### src/rtl/core/par_pkg.sv
// shared types and register map constants of the protection attribute register block
package par_pkg;

    // access kinds carried in tuser
    localparam logic OP_READ  = 1'b0;
    localparam logic OP_WRITE = 1'b1;

    // register map, in word units
    localparam int ZONE_WORD_FIRST = 0;
    localparam int ZONE_WORDS      = 4;
    localparam int ATTR_WORD_FIRST = 4;
    localparam int ATTR_WORDS      = 8;
    localparam int LOCK_WORD_FIRST = 12;
    localparam int LOCK_WORDS      = 4;
    localparam int HWCFG_WORD      = 252;

    // packing of fields inside register words
    localparam int ATTRS_PER_WORD = 16;
    localparam int LOCKS_PER_WORD = 32;
    localparam int ZONE_LOCK_BIT  = 31;
    localparam int ATTR_SEL_W     = $clog2(ATTR_WORDS);
    localparam int LOCK_SEL_W     = $clog2(LOCK_WORDS);

    // one register access
    typedef struct packed {
        logic        opcode;
        logic [7:0]  word_index;
        logic [31:0] write_data;
    } t_req;

    // one access result
    typedef struct packed {
        logic [31:0] read_data;
        logic        write_refused;
    } t_rsp;

endpackage

### src/rtl/core/par_stage.sv
// pipeline register stage with valid/ready flow control
module par_stage #(
    parameter int W = 1
) (
    input  logic         i_clk,
    input  logic         i_rst_n,
    input  logic         i_valid,
    output logic         o_ready,
    input  logic [W-1:0] i_data,
    output logic         o_valid,
    input  logic         i_ready,
    output logic [W-1:0] o_data
);
    logic         r_valid;
    logic [W-1:0] r_data;

    // stage can load when empty or when its beat leaves this cycle
    assign o_ready = !r_valid || i_ready;
    assign o_valid = r_valid;
    assign o_data  = r_data;

    // valid bit
    always_ff @(posedge i_clk) begin
        if (!i_rst_n) begin
            r_valid <= 1'b0;
        end else if (o_ready) begin
            r_valid <= i_valid;
        end
    end

    // payload
    always_ff @(posedge i_clk) begin
        if (o_ready && i_valid) begin
            r_data <= i_data;
        end
    end

endmodule

### src/rtl/core/par_regfile.sv
// protection attribute, lock and zone registers with read and masked write logic
module par_regfile #(
    parameter int NUM_PERIPH     = 96,
    parameter int NUM_ZONES      = 2,
    parameter int ZONE_SIZE_BITS = 10
) (
    input  logic        i_clk,
    input  logic        i_rst_n,
    input  par_pkg::t_req i_req,
    input  logic        i_commit,
    output par_pkg::t_rsp o_rsp
);
    import par_pkg::*;

    localparam int ATTR_PAD = ATTR_WORDS * 32;
    localparam int LOCK_PAD = LOCK_WORDS * 32;

    logic [2*NUM_PERIPH-1:0]   r_attr, n_attr;
    logic [NUM_PERIPH-1:0]     r_plock, n_plock;
    logic [ZONE_SIZE_BITS-1:0] r_zsize [NUM_ZONES];
    logic [ZONE_SIZE_BITS-1:0] n_zsize [NUM_ZONES];
    logic [NUM_ZONES-1:0]      r_zlock, n_zlock;

    logic                  wr;
    logic                  is_zone, is_attr, is_lock, is_hw;
    logic [NUM_PERIPH-1:0] attr_refuse;
    logic [NUM_ZONES-1:0]  zone_refuse;
    logic [ATTR_PAD-1:0]   attr_pad;
    logic [LOCK_PAD-1:0]   lock_pad;
    logic [ATTR_SEL_W-1:0] attr_sel;
    logic [LOCK_SEL_W-1:0] lock_sel;
    logic [31:0]           zone_rd;
    logic [31:0]           rd;

    // address decode
    assign wr       = (i_req.opcode == OP_WRITE);
    assign is_zone  = i_req.word_index < ZONE_WORD_FIRST + ZONE_WORDS;
    assign is_attr  = i_req.word_index >= ATTR_WORD_FIRST &&
                      i_req.word_index < ATTR_WORD_FIRST + ATTR_WORDS;
    assign is_lock  = i_req.word_index >= LOCK_WORD_FIRST &&
                      i_req.word_index < LOCK_WORD_FIRST + LOCK_WORDS;
    assign is_hw    = i_req.word_index == HWCFG_WORD;
    assign attr_sel = ATTR_SEL_W'(i_req.word_index - 8'(ATTR_WORD_FIRST));
    assign lock_sel = LOCK_SEL_W'(i_req.word_index - 8'(LOCK_WORD_FIRST));

    // per peripheral attribute and lock update
    for (genvar p = 0; p < NUM_PERIPH; p++) begin : g_periph
        localparam int AW = ATTR_WORD_FIRST + p / ATTRS_PER_WORD;
        localparam int AK = p % ATTRS_PER_WORD;
        localparam int LW = LOCK_WORD_FIRST + p / LOCKS_PER_WORD;
        localparam int LK = p % LOCKS_PER_WORD;

        logic       attr_hit;
        logic       lock_hit;
        logic [1:0] a;

        assign attr_hit = wr && (i_req.word_index == AW);
        assign lock_hit = wr && (i_req.word_index == LW);
        assign a        = i_req.write_data[2*AK +: 2];

        // locked field keeps its value, refused only when it would change
        assign attr_refuse[p]   = attr_hit && r_plock[p] && (a != r_attr[2*p +: 2]);
        assign n_attr[2*p +: 2] = (attr_hit && !r_plock[p]) ? a : r_attr[2*p +: 2];
        // sticky lock: ones set, zeros ignored
        assign n_plock[p]       = r_plock[p] | (lock_hit & i_req.write_data[LK]);
    end

    // per zone size and lock update
    for (genvar z = 0; z < NUM_ZONES; z++) begin : g_zone
        logic                      hit;
        logic [ZONE_SIZE_BITS-1:0] sz;

        assign hit            = wr && (i_req.word_index == ZONE_WORD_FIRST + z);
        assign sz             = i_req.write_data[ZONE_SIZE_BITS-1:0];
        assign zone_refuse[z] = hit && r_zlock[z] && (sz != r_zsize[z]);
        assign n_zsize[z]     = (hit && !r_zlock[z]) ? sz : r_zsize[z];
        assign n_zlock[z]     = r_zlock[z] | (hit & i_req.write_data[ZONE_LOCK_BIT]);
    end

    // padded views so missing peripherals read as zero
    assign attr_pad = ATTR_PAD'(r_attr);
    assign lock_pad = LOCK_PAD'(r_plock);

    // zone word read
    always_comb begin
        zone_rd = '0;
        for (int z = 0; z < NUM_ZONES; z++) begin
            if (i_req.word_index == ZONE_WORD_FIRST + z) begin
                zone_rd = 32'(r_zsize[z]) | (32'(r_zlock[z]) << ZONE_LOCK_BIT);
            end
        end
    end

    // read data mux
    always_comb begin
        rd = '0;
        if (is_zone) begin
            rd = zone_rd;
        end else if (is_attr) begin
            rd = attr_pad[32*attr_sel +: 32];
        end else if (is_lock) begin
            rd = lock_pad[32*lock_sel +: 32];
        end else if (is_hw) begin
            rd = {16'b0, 8'(NUM_PERIPH), 8'(NUM_ZONES)};
        end
    end

    // result of this access
    assign o_rsp.read_data     = wr ? 32'b0 : rd;
    assign o_rsp.write_refused = wr && (!(is_zone || is_attr || is_lock) ||
                                        (|attr_refuse) || (|zone_refuse));

    // state registers, updated as the access retires
    always_ff @(posedge i_clk) begin
        if (!i_rst_n) begin
            r_attr  <= '0;
            r_plock <= '0;
            r_zlock <= '0;
            for (int z = 0; z < NUM_ZONES; z++) begin
                r_zsize[z] <= '0;
            end
        end else if (i_commit) begin
            r_attr  <= n_attr;
            r_plock <= n_plock;
            r_zlock <= n_zlock;
            for (int z = 0; z < NUM_ZONES; z++) begin
                r_zsize[z] <= n_zsize[z];
            end
        end
    end

endmodule

### src/rtl/core/protection_attribute_register_block_unit.sv
// top level of the protection attribute register block: stream ports, access and result stages
//
//  channel   dir  beat contents
//  s_axis    in   tuser: opcode; tdata: word_index, write_data
//  m_axis    out  tdata: read_data, write_refused
//
// one access per cycle sustained while the output is not stalled; an input beat reaches
// the result beat through the access register, the register file logic and the result register.
// synchronous active-low reset clears all attributes, locks and zone sizes at once.
// a stalled result holds in the result register while the access register still
// takes one more beat; the input stalls only when both are full.
module protection_attribute_register_block_unit #(
    parameter int NUM_PERIPH     = 96,
    parameter int NUM_ZONES      = 2,
    parameter int ZONE_SIZE_BITS = 10
) (
    input  logic        i_clk,
    input  logic        i_rst_n,
    input  logic        s_axis_tvalid,
    output logic        s_axis_tready,
    input  logic [39:0] s_axis_tdata,   // [7:0] word_index, [39:8] write_data
    input  logic [0:0]  s_axis_tuser,   // [0] opcode
    output logic        m_axis_tvalid,
    input  logic        m_axis_tready,
    output logic [39:0] m_axis_tdata    // [31:0] read_data, [32] write_refused, rest zero
);
    import par_pkg::*;

    localparam int REQ_W = $bits(t_req);
    localparam int RSP_W = $bits(t_rsp);

    t_req in_req;
    t_req req;
    t_rsp rsp;
    t_rsp out_rsp;
    logic req_valid;
    logic out_ready;
    logic commit;

    // unpack the input beat
    assign in_req.opcode     = s_axis_tuser[0];
    assign in_req.word_index = s_axis_tdata[7:0];
    assign in_req.write_data = s_axis_tdata[39:8];

    // access register
    par_stage #(.W(REQ_W)) u_req_stage (
        .i_clk   (i_clk),
        .i_rst_n (i_rst_n),
        .i_valid (s_axis_tvalid),
        .o_ready (s_axis_tready),
        .i_data  (in_req),
        .o_valid (req_valid),
        .i_ready (out_ready),
        .o_data  (req)
    );

    // access retires when it moves into the result register
    assign commit = req_valid && out_ready;

    par_regfile #(
        .NUM_PERIPH     (NUM_PERIPH),
        .NUM_ZONES      (NUM_ZONES),
        .ZONE_SIZE_BITS (ZONE_SIZE_BITS)
    ) u_regfile (
        .i_clk    (i_clk),
        .i_rst_n  (i_rst_n),
        .i_req    (req),
        .i_commit (commit),
        .o_rsp    (rsp)
    );

    // result register
    par_stage #(.W(RSP_W)) u_rsp_stage (
        .i_clk   (i_clk),
        .i_rst_n (i_rst_n),
        .i_valid (req_valid),
        .o_ready (out_ready),
        .i_data  (rsp),
        .o_valid (m_axis_tvalid),
        .i_ready (m_axis_tready),
        .o_data  (out_rsp)
    );

    // pack the output beat
    assign m_axis_tdata = {7'b0, out_rsp.write_refused, out_rsp.read_data};

    // a new result beat appears only after an access retired
    a_no_invented_result: assert property (@(posedge i_clk) disable iff (!i_rst_n)
        $rose(m_axis_tvalid) |-> $past(commit))
        else $error("result beat without retired access");

    // a retired read never reports a refused write
    a_read_not_refused: assert property (@(posedge i_clk) disable iff (!i_rst_n)
        (commit && req.opcode == OP_READ) |=> (m_axis_tdata[32] == 1'b0))
        else $error("read reported as refused write");

    // a retired write returns zero read data
    a_write_zero_data: assert property (@(posedge i_clk) disable iff (!i_rst_n)
        (commit && req.opcode == OP_WRITE) |=> (m_axis_tdata[31:0] == 32'b0))
        else $error("write returned nonzero read data");

endmodule
### config.mk
export PLATFORM = sky130hd
export DESIGN_NAME = protection_attribute_register_block_unit
export DESIGN_NICKNAME = d
export VERILOG_FILES = /design/src/rtl/core/par_pkg.sv /design/src/rtl/core/par_stage.sv /design/src/rtl/core/par_regfile.sv /design/src/rtl/core/protection_attribute_register_block_unit.sv
export SDC_FILE = /design/constraint.sdc
export NUM_CORES = 1
export LEC_CHECK = 0
export BUFFER_PORTS_ARGS = -buffer_cell sky130_fd_sc_hd__clkbuf_2
export CELL_PAD_IN_SITES_DETAIL_PLACEMENT = 1
export CELL_PAD_IN_SITES_GLOBAL_PLACEMENT = 1
export CORE_UTILIZATION = 48
export CTS_CLUSTER_DIAMETER = 200
export DETAILED_ROUTE_END_ITERATION = 12
export GPL_TIMING_DRIVEN = 0
export PLACE_DENSITY_LB_ADDON = 0.1
export RECOVER_POWER = 100
export SLEW_MARGIN = 20
export SYNTH_ARGS = -nofsm -noshare
export SYNTH_HDL_FRONTEND = slang
export SYNTH_SLANG_ARGS = --single-unit
### constraint.sdc
create_clock -name i_clk -period 4.2 [get_ports i_clk]
set_clock_uncertainty 0.2 [all_clocks]
set_input_delay 0.21 -clock i_clk [delete_from_list [all_inputs] [get_ports i_clk]]
set_output_delay 0.21 -clock i_clk [all_outputs]
set_load 0.01 [all_outputs]
==> summary.txt, run 1 <==
Status: finished, violations left
Failing checks: max-capacitance violations, max-slew violations
Routed len/inst: 31.3 µm
Initial Utilization: 48.7%
WP depth: 8
Filler Cells Inserted: 4814
Critical Path Start: u_req_stage.o_data[32]
Min Tclk post-route: 3.86 ns
End of the critical path: u_rsp_stage.o_data[14]
Die Width: 206 µm
Routability congestion estimate from global placement: 1.02
CP max FO: 10
Setup bufs post-CTS: 0
Pre-antenna DRT Iters: 5
Tcrit/Tclk final: 92.0%
P_sw: 2180 µW
Vias in the first global route: 18400
Post-Syn Instances: 2178
CTS buffer count: 45
Design area: 22600 µm²
Die H: 206 µm
Worst setup SP type: flip-flop
Int Pwr: 6240 µW
Port bufs: 78
Sw Share: 25.9%
Synth warn: 0
Yosys reg bits: 386
Final non-filler cell total: 2929
Max-Cap Viols: 2
Hold crit path type: primary input to flip-flop
Worst path max stage delay: 0.99 ns
Placed Instances: 2797
DRC errors left: 0
CP most frequent cell: buf_4
Max clock buf depth: 3
Overflow after GRT: 0
Syn Area/Cell: 9.15 µm²
Main synth FF type: dfxtp_1
Worst Reg-to-Reg Cells: 8
Share of layout cells above drive strength 1: 10.0%
Dpl cell area: 21000 µm²
Slowest CP cell: clkbuf_1
Area growth from synthesis to layout: 13.6%
Post-synth cell types: 59
Final Setup Violations: 0
Post-synthesis sequential area ratio: 43.5%
Power Density: 372 nW/µm²
Sequential group share of total power: 46.3%
Crit-path leading delay family: buffers and inverters
Row count: 74
R2R Setup Slk: 0.34 ns
Worst skew pair latency: 0.61 ns
Die area: 42300 µm²
Final WL: 91.6 mm
Commonest non-fill, non-tap cells in the layout: 374 x o21ai_0, 308 x nand2_1, 292 x dfxtp_1
Post-synth ARST share: 0%
CP Class: flip-flop to flip-flop
FMAX: 0.259 GHz
Clock transition at the registers of the reported paths: 0.06 ns
Leak: 0.00850 µW
Core footprint: 40900 µm²
Largest net degree at the start of global routing: 43
Post-DP HPWL: 66.1 mm
Max IR drop VDD: 0.296 mV
Detailed-route via count: 18600
Antenna violations before repair: 10
Cell Chain, Critical Path: buf_2 -> buf_4 -> buf_4 -> clkbuf_1 -> mux2i_1 -> o21ai_0 -> a221oi_1 -> nor2_1
Slew @ Worst Pin: 2.47 ns
H-Tree Depth: 2
Initial drt markers: 2352
Buffers & Inverters on Critical Path: 4
Clock sink count: 386
Final ANT Viol Nets: 0
Slew HR: -64.5%
DR vias/cell: 6.35
Fin. max-slew vios: 53
Total track usage: 43.4%
CP arrival: 3.98 ns
Root Driver: clkbuf_16
Global-route wire length before repair: 129 mm
Final Hold Fails: 0
Worst EP required: 4.32 ns
Unrepaired setup endpoints after global routing: no
Mapped Area: 19900 µm²
Critical Path End Type: flip-flop
Commonest non-fill, non-tap cell in the layout: o21ai_0
Nets: 2401
I/O pins: 87
RR Startpoint: u_req_stage.o_data[32]
Clock power frac: 45.6%
CTS tree: built
Reg2reg end: u_rsp_stage.o_data[14]
Number of enable flip-flop cells after synthesis: 94
Gate power share: 8.0%
## cell usage after synthesis, drive strengths merged, types with 11 or more instances
master / count / share of area (%)
o21ai: 375 / 9.4
nand2: 310 / 5.9
dfxtp: 292 / 29
nor2: 220 / 5.0
xor2: 202 / 8.9
a21boi: 192 / 7.2
clkbuf: 102 / 2.6
edfxtp: 94 / 14
o21a: 69 / 2.6
buf: 68 / 2.3
mux2i: 65 / 3.3
mux4: 32 / 3.6
nand4: 27 / 0.85
a21oi: 21 / 0.53
a22oi: 19 / 0.72
inv: 11 / 0.21
## how the worst min path moves through the flow
| stage | slack [ns] | end | start | depth (start not counted) |
|---|---|---|---|---|
| detailed placement | 0.19 | u_req_stage.o_data[23] | s_axis_tdata[31] | 1 |
| finish | 0.12 | u_req_stage.o_data[16] | s_axis_tdata[24] | 2 |
| CTS | 0.10 | u_req_stage.o_data[19] | s_axis_tdata[27] | 2 |
| global placement | 0.19 | u_req_stage.o_data[5] | s_axis_tdata[13] | 1 |
| floorplan | 0.11 | u_req_stage.o_data[0] | s_axis_tdata[8] | 0 |
| global route | 0.11 | u_req_stage.o_data[19] | s_axis_tdata[27] | 2 |
## sequential cells by signal, summed over array words and instances, names as in the netlist
signal and flops:
u_req_stage.o_valid 1, u_regfile.r_zsize 20, u_rsp_stage.o_valid 1, u_regfile.r_zlock 2
u_regfile.r_plock 96, u_regfile.r_attr 192, u_rsp_stage.o_data 33, u_req_stage.o_data 41
## power groups by stage
stage / logic (µW) / clock network [µW] / registers [µW]
2_1_floorplan: 355 / 0 / 3970
3_3_place_gp: 610 / 0 / 3980
3_5_place_dp: 623 / 0 / 3980
4_1_cts: 658 / 3840 / 3900
5_1_grt: 689 / 3980 / 3900
6_report: 678 / 3840 / 3900
## kinds of logic (layout without fill, tap and decap cells)
kind of cell    Yosys count  in the layout  share of synthesized area (%)
compound gates          695            695                           21.3
xor+xnor                212            212                           9.32
buf+inv                 182            390                           5.11
flops                   386            386                           43.5
mux                     106            106                           7.39
other cells               1             12                         0.0188
simple gates            596            596                           13.3
## through the flow
| step | TNS, ns | hold WS, ns | setup WS [ns] | util [%] | power [µW] |
|---|---|---|---|---|---|
| finish | 0 | 0.120 | 0.335 | 55.3 | 8420 |
| global route | 0 | 0.114 | 0.281 | 55.3 | 8570 |
| CTS | 0 | 0.103 | 0.773 | 55.9 | 8400 |
| detailed placement | 0 | 0.189 | 0.755 | 51.4 | 4600 |
| global placement | -18.68 | 0.186 | -1.75 | 51.3 | 4590 |
| floorplan | 0 | 0.109 | 0.315 | - | 4320 |
## per-layer routing
layer	global-route usage [%]	wire, µm	share of wire, %
met5	0	37	0.040
met4	23.2	4800	5.2
met3	11.4	9710	11
met2	65.7	39900	44
met1	56.4	37200	41
## layout make-up
| type | instances | area (µm²) | area share, % |
|---|---|---|---|
| multi-input combinational | 1616 | 10100 | 44.8 |
| clock inverter | 13 | 87.6 | 0.387 |
| sequential | 386 | 8670 | 38.3 |
| buffer | 170 | 901 | 3.98 |
| timing repair buffer | 125 | 800 | 3.53 |
| tap | 532 | 666 | 2.94 |
| clock buffer | 70 | 1320 | 5.84 |
| inverter | 12 | 45.0 | 0.199 |
| antenna | 5 | 12.5 | 0.0553 |
## timing repair
item | in CTS | in global routing
endpoints found under the setup margin | 0 | 0
hold endpoints to repair | 43 | 0
resized for setup | 0 | 0
hold buffers | 44 | 0
(Power assumes the default switching activity.)
==> inputs of run 2 (changes only) <==
--- a/config.mk
+++ b/config.mk
@@ -5,7 +5,7 @@
 export SDC_FILE = /design/constraint.sdc
 export NUM_CORES = 1
 export LEC_CHECK = 0
-export BUFFER_PORTS_ARGS = -buffer_cell sky130_fd_sc_hd__clkbuf_2
+export BUFFER_PORTS_ARGS = -buffer_cell sky130_fd_sc_hd__buf_4
 export CELL_PAD_IN_SITES_DETAIL_PLACEMENT = 1
 export CELL_PAD_IN_SITES_GLOBAL_PLACEMENT = 1
 export CORE_UTILIZATION = 48
==> constraint.sdc (replaced) <==
create_clock -name i_clk -period 4.2 [get_ports i_clk]
set_clock_uncertainty 0.2 [all_clocks]
set_input_delay 0.21 -clock i_clk [delete_from_list [all_inputs] [get_ports i_clk]]
set_output_delay 0.21 -clock i_clk [all_outputs]
set_load 0.05 [all_outputs]
==> summary.txt, run 2 (synthesis gave the netlist of run 1 again) <==
Max clock buf depth: 3
DRC errors left: 0
R2R Setup Slk: 0.08 ns
Sw Share: 25.8%
Failing checks: max-capacitance violations, max-slew violations
Max-Cap Viols: 1
Final Setup Violations: 0
Overflow after GRT: 0
Leak: 0.00857 µW
Commonest non-fill, non-tap cells in the layout: 374 x o21ai_0, 307 x nand2_1, 292 x dfxtp_1
CP most frequent cell: clkbuf_1
Max reg flops: 192
Share of layout cells above drive strength 1: 10.7%
DR vias/cell: 6.46
Filler Cells Inserted: 4692
Design area: 22900 µm²
Routed len/inst: 32.0 µm
Clock transition at the registers of the reported paths: 0.07 ns
CP arrival: 4.36 ns
Clock power frac: 47.0%
I/O pins: 87
Int Pwr: 6490 µW
Total track usage: 44.5%
Placed Instances: 2797
Die Width: 206 µm
Die area: 42300 µm²
Multi-input logic area: 10200 µm²
Pre-antenna DRT Iters: 7
Final WL: 93.7 mm
P_sw: 2250 µW
CTS tree: built
H-Tree Depth: 2
Detailed-route via count: 18900
Nets: 2400
FF+latch area: 8670 µm²
Antenna violations before repair: 11
Root Driver: clkbuf_16
Largest Register: u_regfile.r_attr
Dpl cell area: 21200 µm²
End of the critical path: u_rsp_stage.o_data[27]
Worst EP required: 4.44 ns
Largest net degree at the start of global routing: 43
Critical Path End Type: flip-flop
Worst path max stage delay: 0.97 ns
Min Tclk post-route: 4.12 ns
Clock sink count: 386
Vias in the first global route: 18700
CTS buffer count: 44
Worst skew pair latency: 0.61 ns
Slew HR: -68.4%
Routability congestion estimate from global placement: 1.01
Initial drt markers: 2132
Reg2reg end: u_rsp_stage.o_data[27]
Hold crit path type: primary input to flip-flop
Area growth from synthesis to layout: 15.1%
Die H: 206 µm
Fin. max-slew vios: 42
Power Density: 381 nW/µm²
Tcrit/Tclk final: 98.1%
Cell Chain, Critical Path: clkbuf_1 -> clkbuf_1 -> clkbuf_1 -> mux2i_1 -> o21ai_0 -> a22oi_1 -> nor2_1
Status: finished, violations left
Slowest CP cell: clkbuf_1
Max IR drop VDD: 0.342 mV
Final Hold Fails: 0
FMAX: 0.243 GHz
Global-route wire length before repair: 132 mm
Worst setup SP type: flip-flop
Gate power share: 8.4%
Worst Reg-to-Reg Cells: 7
Sequential group share of total power: 44.6%
CP max FO: 10
Port bufs: 78
Core footprint: 40900 µm²
Final ANT Viol Nets: 0
Final non-filler cell total: 2926
Post-DP HPWL: 67.1 mm
Unrepaired setup endpoints after global routing: no
Row count: 74
CP Class: flip-flop to flip-flop
Initial Utilization: 48.7%
Critical Path Start: u_req_stage.o_data[33]
RR Startpoint: u_req_stage.o_data[33]
Slew @ Worst Pin: 2.53 ns
Commonest non-fill, non-tap cell in the layout: o21ai_0
==> run 2: cell count changes in the layout (fill, tap and decap cells not counted), sizes merged <==
cell / previous run / this run
clkbuf: 267 / 255
buf: 54 / 62
bufinv: 0 / 4
clkinv: 13 / 9
clkinvlp: 0 / 1
diode: 5 / 4
inv: 12 / 13
==> run 2: what timing repair did <==
item	in CTS	in global routing
hold endpoints to repair	43	0
hold buffers	44	0
gates resized for setup	0	0
buffers inserted	0	0
==> run 2: layout make-up <==
type	instances	area share [%]
Antenna cell	4	0.0437
Inverter	12	0.197
Tap cell	532	2.90
Clock buffer	66	5.70
Timing Repair Buffer	125	3.96
Clock inverter	15	0.813
Sequential cell	386	37.8
Multi-Input combinational cell	1616	44.4
Buffer	170	4.13
==> run 2: worst max-delay path: cells and delay by family (launching register included) <==
kind | cells | cell delay, ns
AOI/OAI and AO/OA | 2 | 0.83
muxes | 1 | 0.18
buffers and inverters | 3 | 2.28
and+or+nand+nor | 1 | 0.15
DFF | 1 | 0.33
==> run 2: power groups by stage <==
| stage | Combinational, µW | Clock, µW | Sequential (µW) |
|---|---|---|---|
| after global routing | 748 | 4220 | 3900 |
| after detailed placement | 687 | 0 | 3980 |
| after CTS | 724 | 4110 | 3900 |
| after floorplan | 366 | 0 | 4000 |
| after global placement | 674 | 0 | 3980 |
| final | 733 | 4110 | 3900 |
==> run 2: per-stage QoR <==
step / utilization (%) / TNS [ns] / setup slack [ns] / power (µW) / hold slack, ns
global placement: 51.8 / -18.60 / -1.77 / 4650 / 0.188
detailed placement: 51.9 / 0 / 0.659 / 4660 / 0.189
CTS: 56.6 / 0 / 0.598 / 8730 / 0.112
global route: 56.0 / 0 / 0.170 / 8870 / 0.148
finish: 56.0 / 0 / 0.0812 / 8740 / 0.140
floorplan: - / 0 / 0.101 / 4370 / 0.109
==> run 2: metal layers <==
layer	vias up	routed length, µm	global-route usage, %
li1	7926	-	-
met1	9536	36900	57.2
met2	1137	40600	66.8
met3	293	10700	13.0
met4	8	5470	24.2
met5	-	54	0
==> run 2: worst min-delay path by stage <==
stage | startpoint | endpoint | slack (ns) | cells past startpoint
after floorplan | s_axis_tdata[8] | u_req_stage.o_data[0] | 0.11 | 0
after global placement | s_axis_tdata[13] | u_req_stage.o_data[5] | 0.19 | 1
after detailed placement | s_axis_tdata[21] | u_req_stage.o_data[13] | 0.19 | 1
after CTS | s_axis_tdata[26] | u_req_stage.o_data[18] | 0.11 | 2
after global routing | s_axis_tdata[23] | u_req_stage.o_data[15] | 0.15 | 2
final | s_axis_tdata[16] | u_req_stage.o_data[8] | 0.14 | 2
